## config.mk

```make
export PLATFORM = sky130hd
export DESIGN_NAME = screen_write_dirty_decode
export DESIGN_NICKNAME = d
export VERILOG_FILES = /design/src/design/swdd_pkg.sv /design/src/design/screen_write_dirty_decode.sv /design/src/design/swdd_front.sv /design/src/design/swdd_fifo.sv /design/src/design/swdd_back.sv
export SDC_FILE = /design/constraint.sdc
export NUM_CORES = 1
export LEC_CHECK = 0
export ABC_AREA = 1
export BUFFER_PORTS_ARGS = -buffer_cell sky130_fd_sc_hd__clkbuf_2
export CORE_AREA = 2 2 96 98
export CTS_BUF_LIST = sky130_fd_sc_hd__clkbuf_4 sky130_fd_sc_hd__clkbuf_8 sky130_fd_sc_hd__clkbuf_16
export CTS_CLUSTER_SIZE = 24
export DETAILED_ROUTE_END_ITERATION = 10
export DIE_AREA = 0 0 98 100
export PLACE_DENSITY = 0.75
export SETUP_SLACK_MARGIN = 0.02
export SLEW_MARGIN = 15
export SYNTH_ARGS = -nofsm -noshare
export SYNTH_HDL_FRONTEND = slang
export SYNTH_HIERARCHICAL = 1
export SYNTH_SLANG_ARGS = --single-unit
export TNS_END_PERCENT = 1
```

## constraint.sdc

```tcl
create_clock -name clk -period 7.3 [get_ports clk]
set_input_delay 0.365 -clock clk [delete_from_list [all_inputs] [get_ports clk]]
set_output_delay 0.365 -clock clk [all_outputs]
set_load 0.01 [all_outputs]
```

## src/design/swdd_pkg.sv

```systemverilog
// Shared types and constants for the screen write dirty decoder.
// Used by swdd_front, swdd_fifo, swdd_back and screen_write_dirty_decode.
package swdd_pkg;

  localparam logic [3:0] MODE_STANDARD    = 4'd0;
  localparam logic [3:0] MODE_ALT_FILE    = 4'd1;
  localparam logic [3:0] MODE_EXT_COL     = 4'd2;
  localparam logic [3:0] MODE_EXT_COL_ALT = 4'd3;
  localparam logic [3:0] MODE_HIRES_ATTR  = 4'd4;
  localparam logic [3:0] MODE_HIRES_ATTRA = 4'd5;
  localparam logic [3:0] MODE_HIRES       = 4'd6;
  localparam logic [3:0] MODE_HIRES_DBL   = 4'd7;
  localparam logic [3:0] MODE_SIXTEEN_COL = 4'd8;

  localparam int unsigned OFFSET_W = 14;
  localparam int unsigned COL_W    = 5;
  localparam int unsigned LINE_W   = 8;
  localparam int unsigned MODE_W   = 4;
  localparam int unsigned PADDR_W  = 2;
  localparam int unsigned PDATA_W  = 32;

  localparam logic [PADDR_W-1:0] REG_SCREEN_MODE = 2'd0;

  // Attribute bytes of a file sit at relative offset bits 12..8 = 0x18..0x1A
  localparam logic [4:0] ATTR_PAGE_FIRST = 5'h18;
  localparam logic [4:0] ATTR_PAGE_LAST  = 5'h1A;

  localparam logic [2:0] CELL_LAST_STEP = 3'd7;

  // One classified write waiting for the back end
  typedef struct packed {
    logic              attr;   // expand to eight lines of a character cell
    logic [COL_W-1:0]  col;
    logic [LINE_W-1:0] line;   // pixel line, or top line of the cell
  } chunk_job_t;

endpackage

```

## src/design/screen_write_dirty_decode.sv

```systemverilog
// Screen write dirty decoder: top level with mode register and APB port.
// An accepted write goes into the job queue; its words are then registered at the output.
// Throughput: one write per cycle in while not full, one chunk word per cycle out
// while pop is held; an attribute write gives eight words, a pixel write one.
// Reset (rst_n low, synchronous): queue and output empty, screen_mode 0.
// Depends on swdd_pkg, swdd_front, swdd_fifo, swdd_back.
module screen_write_dirty_decode #(
  parameter int unsigned QUEUE_DEPTH = 4
) (
  input  logic                           clk,
  input  logic                           rst_n,
  input  logic                           push,
  output logic                           full,
  input  logic [swdd_pkg::OFFSET_W-1:0]  in_write_offset,
  output logic                           empty,
  input  logic                           pop,
  output logic [swdd_pkg::COL_W-1:0]     out_chunk_column,
  output logic [swdd_pkg::LINE_W-1:0]    out_screen_line,
  output logic                           out_last_of_run,
  input  logic                           psel,
  input  logic                           penable,
  input  logic                           pwrite,
  input  logic [swdd_pkg::PADDR_W-1:0]   paddr,
  input  logic [swdd_pkg::PDATA_W-1:0]   pwdata,
  output logic [swdd_pkg::PDATA_W-1:0]   prdata,
  output logic                           pready
);

  logic [swdd_pkg::MODE_W-1:0] mode_r, mode_nxt;
  logic                        keep;
  swdd_pkg::chunk_job_t        front_job;
  swdd_pkg::chunk_job_t        head_job;
  logic                        head_valid;
  logic                        head_done;
  logic                        q_full;

  assign pready = 1'b1;
  assign prdata = (paddr == swdd_pkg::REG_SCREEN_MODE) ?
                  {{(swdd_pkg::PDATA_W-swdd_pkg::MODE_W){1'b0}}, mode_r} : '0;

  always_comb begin
    mode_nxt = mode_r;
    if (psel && penable && pwrite && paddr == swdd_pkg::REG_SCREEN_MODE) begin
      mode_nxt = pwdata[swdd_pkg::MODE_W-1:0];
    end
  end

  always_ff @(posedge clk) begin
    if (!rst_n) begin
      mode_r <= swdd_pkg::MODE_STANDARD;
    end else begin
      mode_r <= mode_nxt;
    end
  end

  swdd_front u_front (
    .mode   (mode_r),
    .offset (in_write_offset),
    .keep   (keep),
    .job    (front_job)
  );

  assign full = q_full;

  // drop writes that touch nothing on screen
  swdd_fifo #(
    .DEPTH (QUEUE_DEPTH)
  ) u_fifo (
    .clk       (clk),
    .rst_n     (rst_n),
    .wr_en     (push && keep),
    .wr_job    (front_job),
    .rd_en     (head_done),
    .rd_job    (head_job),
    .not_empty (head_valid),
    .is_full   (q_full)
  );

  swdd_back u_back (
    .clk          (clk),
    .rst_n        (rst_n),
    .job_valid    (head_valid),
    .job          (head_job),
    .job_done     (head_done),
    .empty        (empty),
    .pop          (pop),
    .chunk_column (out_chunk_column),
    .screen_line  (out_screen_line),
    .last_of_run  (out_last_of_run)
  );

`ifndef NO_ASSERTIONS
  a_reset_empty: assert property (@(posedge clk) !rst_n |=> empty)
    else $error("result side not empty after reset");

  a_line_range: assert property (@(posedge clk) disable iff (!rst_n)
    !empty |-> out_screen_line < 8'd192)
    else $error("screen line out of range");

  a_cell_not_last: assert property (@(posedge clk) disable iff (!rst_n)
    (!empty && !out_last_of_run) |-> out_screen_line[2:0] != 3'd7)
    else $error("bottom line of a cell not flagged last");

  a_cell_advance: assert property (@(posedge clk) disable iff (!rst_n)
    (!empty && pop && !out_last_of_run) |=>
      (!empty && out_screen_line == $past(out_screen_line) + 8'd1))
    else $error("attribute run did not advance to the next line");
`endif

endmodule

```

## src/design/swdd_front.sv

```systemverilog
// Front end: classifies one write offset against the screen mode.
// Depends on swdd_pkg.
module swdd_front (
  input  logic [swdd_pkg::MODE_W-1:0]   mode,
  input  logic [swdd_pkg::OFFSET_W-1:0] offset,
  output logic                          keep,
  output swdd_pkg::chunk_job_t          job
);

  logic        alt;
  logic [12:0] rel;
  logic        is_pix;
  logic        is_attr;

  assign alt     = offset[13];
  assign rel     = offset[12:0];
  assign is_pix  = (rel[12:11] != 2'b11);
  assign is_attr = (rel[12:8] >= swdd_pkg::ATTR_PAGE_FIRST) &&
                   (rel[12:8] <= swdd_pkg::ATTR_PAGE_LAST);

  always_comb begin
    job.col = rel[4:0];
    job.attr = !is_pix;
    if (is_pix) begin
      // interleaved layout: third, character row, pixel row
      job.line = {rel[12:11], rel[7:5], rel[10:8]};
    end else begin
      job.line = {rel[9:5], 3'b000};
    end
  end

  always_comb begin
    unique case (mode)
      swdd_pkg::MODE_STANDARD, swdd_pkg::MODE_HIRES_ATTR: begin
        keep = !alt && (is_pix || is_attr);
      end
      swdd_pkg::MODE_ALT_FILE, swdd_pkg::MODE_HIRES_ATTRA: begin
        keep = alt && (is_pix || is_attr);
      end
      swdd_pkg::MODE_EXT_COL, swdd_pkg::MODE_HIRES, swdd_pkg::MODE_SIXTEEN_COL: begin
        keep = is_pix;
      end
      swdd_pkg::MODE_EXT_COL_ALT, swdd_pkg::MODE_HIRES_DBL: begin
        keep = alt && is_pix;
      end
      default: begin
        keep = 1'b0;
      end
    endcase
  end

endmodule

```

## src/design/swdd_fifo.sv

```systemverilog
// Short job queue between front and back end.
// Depends on swdd_pkg.
module swdd_fifo #(
  parameter int unsigned DEPTH = 4
) (
  input  logic                 clk,
  input  logic                 rst_n,
  input  logic                 wr_en,
  input  swdd_pkg::chunk_job_t wr_job,
  input  logic                 rd_en,
  output swdd_pkg::chunk_job_t rd_job,
  output logic                 not_empty,
  output logic                 is_full
);

  localparam int unsigned PTR_W = (DEPTH > 1) ? $clog2(DEPTH) : 1;
  localparam int unsigned CNT_W = $clog2(DEPTH + 1);
  localparam logic [PTR_W-1:0] PTR_LAST = PTR_W'(DEPTH - 1);
  localparam logic [CNT_W-1:0] CNT_FULL = CNT_W'(DEPTH);

  swdd_pkg::chunk_job_t mem_r [DEPTH];
  logic [PTR_W-1:0] wr_ptr_r, wr_ptr_nxt;
  logic [PTR_W-1:0] rd_ptr_r, rd_ptr_nxt;
  logic [CNT_W-1:0] count_r, count_nxt;
  logic             do_wr;
  logic             do_rd;

  assign not_empty = (count_r != '0);
  assign is_full   = (count_r == CNT_FULL);
  assign do_wr     = wr_en && !is_full;
  assign do_rd     = rd_en && not_empty;
  assign rd_job    = mem_r[rd_ptr_r];

  always_comb begin
    wr_ptr_nxt = wr_ptr_r;
    rd_ptr_nxt = rd_ptr_r;
    count_nxt  = count_r;
    if (do_wr) begin
      wr_ptr_nxt = (wr_ptr_r == PTR_LAST) ? '0 : wr_ptr_r + 1'b1;
    end
    if (do_rd) begin
      rd_ptr_nxt = (rd_ptr_r == PTR_LAST) ? '0 : rd_ptr_r + 1'b1;
    end
    if (do_wr && !do_rd) begin
      count_nxt = count_r + 1'b1;
    end else if (do_rd && !do_wr) begin
      count_nxt = count_r - 1'b1;
    end
  end

  always_ff @(posedge clk) begin
    if (!rst_n) begin
      wr_ptr_r <= '0;
      rd_ptr_r <= '0;
      count_r  <= '0;
    end else begin
      wr_ptr_r <= wr_ptr_nxt;
      rd_ptr_r <= rd_ptr_nxt;
      count_r  <= count_nxt;
    end
  end

  always_ff @(posedge clk) begin
    if (do_wr) begin
      mem_r[wr_ptr_r] <= wr_job;
    end
  end

endmodule

```

## src/design/swdd_back.sv

```systemverilog
// Back end: expands queued jobs into chunk words, one per cycle while words are popped.
// Depends on swdd_pkg.
module swdd_back (
  input  logic                          clk,
  input  logic                          rst_n,
  input  logic                          job_valid,
  input  swdd_pkg::chunk_job_t          job,
  output logic                          job_done,
  output logic                          empty,
  input  logic                          pop,
  output logic [swdd_pkg::COL_W-1:0]    chunk_column,
  output logic [swdd_pkg::LINE_W-1:0]   screen_line,
  output logic                          last_of_run
);

  logic                        out_valid_r, out_valid_nxt;
  logic [swdd_pkg::COL_W-1:0]  col_r;
  logic [swdd_pkg::LINE_W-1:0] line_r;
  logic                        last_r;
  logic [2:0]                  step_r, step_nxt;
  logic                        load;
  logic                        gen_last;
  logic [swdd_pkg::LINE_W-1:0] gen_line;

  assign load     = job_valid && (!out_valid_r || pop);
  assign gen_last = !job.attr || (step_r == swdd_pkg::CELL_LAST_STEP);
  assign gen_line = job.attr ? {job.line[swdd_pkg::LINE_W-1:3], step_r} : job.line;
  assign job_done = load && gen_last;

  always_comb begin
    out_valid_nxt = out_valid_r;
    step_nxt      = step_r;
    if (load) begin
      out_valid_nxt = 1'b1;
      step_nxt      = gen_last ? 3'd0 : step_r + 3'd1;
    end else if (pop) begin
      out_valid_nxt = 1'b0;
    end
  end

  always_ff @(posedge clk) begin
    if (!rst_n) begin
      out_valid_r <= 1'b0;
      step_r      <= 3'd0;
    end else begin
      out_valid_r <= out_valid_nxt;
      step_r      <= step_nxt;
    end
  end

  // hold the word until popped
  always_ff @(posedge clk) begin
    if (load) begin
      col_r  <= job.col;
      line_r <= gen_line;
      last_r <= gen_last;
    end
  end

  assign empty        = !out_valid_r;
  assign chunk_column = col_r;
  assign screen_line  = line_r;
  assign last_of_run  = last_r;

endmodule

```

==> summary.md <==
| Metric | Value |
|---|---|
| Status | `complete, no violations` |
| Die Area | `0.00980 mm^2` |
| Worst EP required | `7540 ps` |
| Period utilisation layout | `46.4%` |
| Seq/Total Area, Yosys | `62.3%` |
| Critical Path Sink Type | `register` |
| Clock sinks | `87` |
| Gr ovfl total | `0` |
| Post-DP HPWL | `4200 um` |
| Overall routing resource usage | `13.8%` |
| Fill count | `814` |
| Most common cell after layout, fill and taps aside | `nor2_1` |
| Reg power frac | `48.7%` |
| Fin Setup TNS | `0 ps` |
| HP Class | `input port to register` |
| Sw Share | `34.0%` |
| RSZ-0062 raised after global routing | `false` |
| Critical path launch point type | `register` |
| Deepest clock path buffer count | `2` |
| WS Path Type | `register to register` |
| Nets@finish | `479` |
| Hold path depth | `1` |
| # setup viols final | `0` |
| Drc violations | `0` |
| Power Density | `345 mW/mm^2` |
| Fmax | `295 MHz` |
| Port bufs | `46` |
| Setup repair bufs after CTS | `0` |
| Synthesized cell area | `0.00392 mm^2` |
| Die width | `98 um` |
| DRT iter0 DRCs | `192` |
| Total CTS buffers | `9` |
| Yosys cell types | `26` |
| Post-synth top area share | `53.6%` |
| Die height | `100 um` |
| Power Internal | `0.975 mW` |
| Period minus WS final | `3390 ps` |
| Antenna viol nets, final | `0` |
| Starting density of the core | `44.1%` |
| Root buf cell | `clkbuf_8` |
| First-pass GRT wire length | `10500 um` |
| Cells after Synth | `371` |
| Post-CTS Hold Fix Bufs | `0` |
| # H-tree levels | `3` |
| Core area | `0.00889 mm^2` |
| RD Place Congestion | `0.755` |
| Pleak | `1.80 nW` |
| R2R cell count | `12` |
| PostCTS Resize Cnt | `0` |
| Worst vdd ir | `0.000155 V` |
| CTS tree | `yes` |
| Setup Skew | `11.2 ps` |
| # rows | `35` |
| Hold Fails Final Rpt | `0` |
| Tot Pwr | `1.48 mW` |
| Commonest cells after routing, fill and taps aside | `nor2_1, edfxtp_1, clkbuf_2` |
| Routed wire length | `6400 um` |
| FF+latch count, synth | `87` |
| Critical path data arrival time | `3630 ps` |
| Max Slew Vio Count | `0` |
| Slew headroom | `35.1%` |
| Psw | `0.503 mW` |
| Pin count of the biggest net entering global routing | `30` |
| Logic pwr share | `28.9%` |
| Multi-input gate area | `0.00106 mm^2` |
| Yosys warns | `6` |
| Worst-Skew Late Latency | `350 ps` |
| Clock group share of total power | `22.4%` |
| DR vias/cell | `4.64` |
| Yosys top cell by area | `edfxtp_1` |
| Measured slew at the worst slew-check pin | `972 ps` |
| Via Count | `2463` |
| Pre-antenna DRT Iters | `4` |
| Total of max-cap violations | `0` |
| Antenna violations before repair | `0` |
| Worst-path clk slew | `80 ps` |
| Vias in the first global route | `2297` |
| Avg WL per Cell | `12.1 um` |
| Synth area leaders | `edfxtp_1, dfxtp_1, buf_4` |
| Crit-path max FO | `29` |
| Area of all sequential standard cells | `0.00244 mm^2` |
| Area growth from synthesis to layout | `9.06%` |
| Diode count | `0` |
| Mean post-synth cell area | `10.6 um^2` |
| Ports | `104` |
| Share of cells above drive strength 1 | `19.5%` |
==> area by class of cell <==
class | instances | area share, %
clock inverter | 5 | 1.35
sequential | 87 | 57.1
multi-input combinational | 220 | 24.7
timing repair buffer | 50 | 6.08
clock buffer | 11 | 3.39
tap | 111 | 3.25
inverter | 47 | 4.15
==> sequential cells by signal, indices dropped and copies added (netlist names), named ones only <==
register	count
u_fifo/count_r	3
u_back/screen_line	8
u_back/chunk_column	5
u_back/out_valid_r	1
u_fifo/wr_ptr_r	2
u_back/step_r	3
u_fifo/mem_r	56
u_fifo/rd_ptr_r	2
mode_r	4
u_back/last_of_run	1
==> per-stage QoR <==
step	util (%)	instance area, um^2	setup WS, ps	hold WS (ps)	instances
5_1_grt	48.1	4280	3550	239	531
6_report	48.1	4280	3910	235	531
2_1_floorplan	-	4020	4920	478	398
3_5_place_dp	45.8	4080	3940	499	515
4_1_cts	48.1	4280	3920	227	531
3_3_place_gp	45.8	4080	4020	497	515
==> critical path, stage by stage, from the launching register on <==
cell and delay [ps]:
dfxtp_1 970, inv_2 430, o21ai_0 280, o22ai_1 230, nand2_2 180, nand3_2 90
inv_1 70, nand2_2 80, ha_1 220, inv_1 100, fa_1 390, o21ai_0 170
nor2_1 60
==> kinds of logic after synthesis <==
group / synth area share (%)
flip-flops: 62.3
adder cells (fa/ha/maj): 3.06
AND/OR/NAND/NOR: 13.8
other: 0.191
AO/OA/AOI/OAI: 7.27
buffers and inverters: 13.4
==> cell usage after synthesis <==
cell type,number
nand2_1,35
nand2_2,7
ha_1,8
nor2_1,73
nand3_1,9
inv_1,42
nor2_2,2
nand3b_1,1
dfxtp_1,17
edfxtp_1,70
nand4_1,1
inv_2,4
o21ai_1,6
conb_1,2
a21boi_0,3
nand3_2,1
buf_6,2
clkbuf_2,1
buf_12,1
o22ai_1,14
clkinv_2,1
o21ai_0,24
buf_4,40
a21oi_1,5
nor2_4,1
fa_1,1
==> worst paths after layout <==
check                startpoint                 end  slack (ps)
max reg2reg            register   u_fifo/count_r[1]        3910
max                    register   u_fifo/count_r[1]        3910
min reg2reg           mode_r[2]           mode_r[2]         510
min          in_write_offset[7]  u_fifo/mem_r[1][5]         240
==> routing by layer <==
metal	vias up	global-route usage (%)	routed length [um]
met5	-	0	0
met4	0	6.52	95
met3	9	3.13	404
met2	77	24.2	3210
met1	1135	16.1	2690
li1	1242	-	-
==> power by group through the flow <==
stage,sequential (mW),combinational [mW],clock (mW)
6_report,0.720,0.427,0.331
3_5_place_dp,0.733,0.431,0
2_1_floorplan,0.725,0.339,0
5_1_grt,0.732,0.496,0.358
4_1_cts,0.722,0.433,0.339
3_3_place_gp,0.729,0.419,0
(Power assumes the default switching activity.)
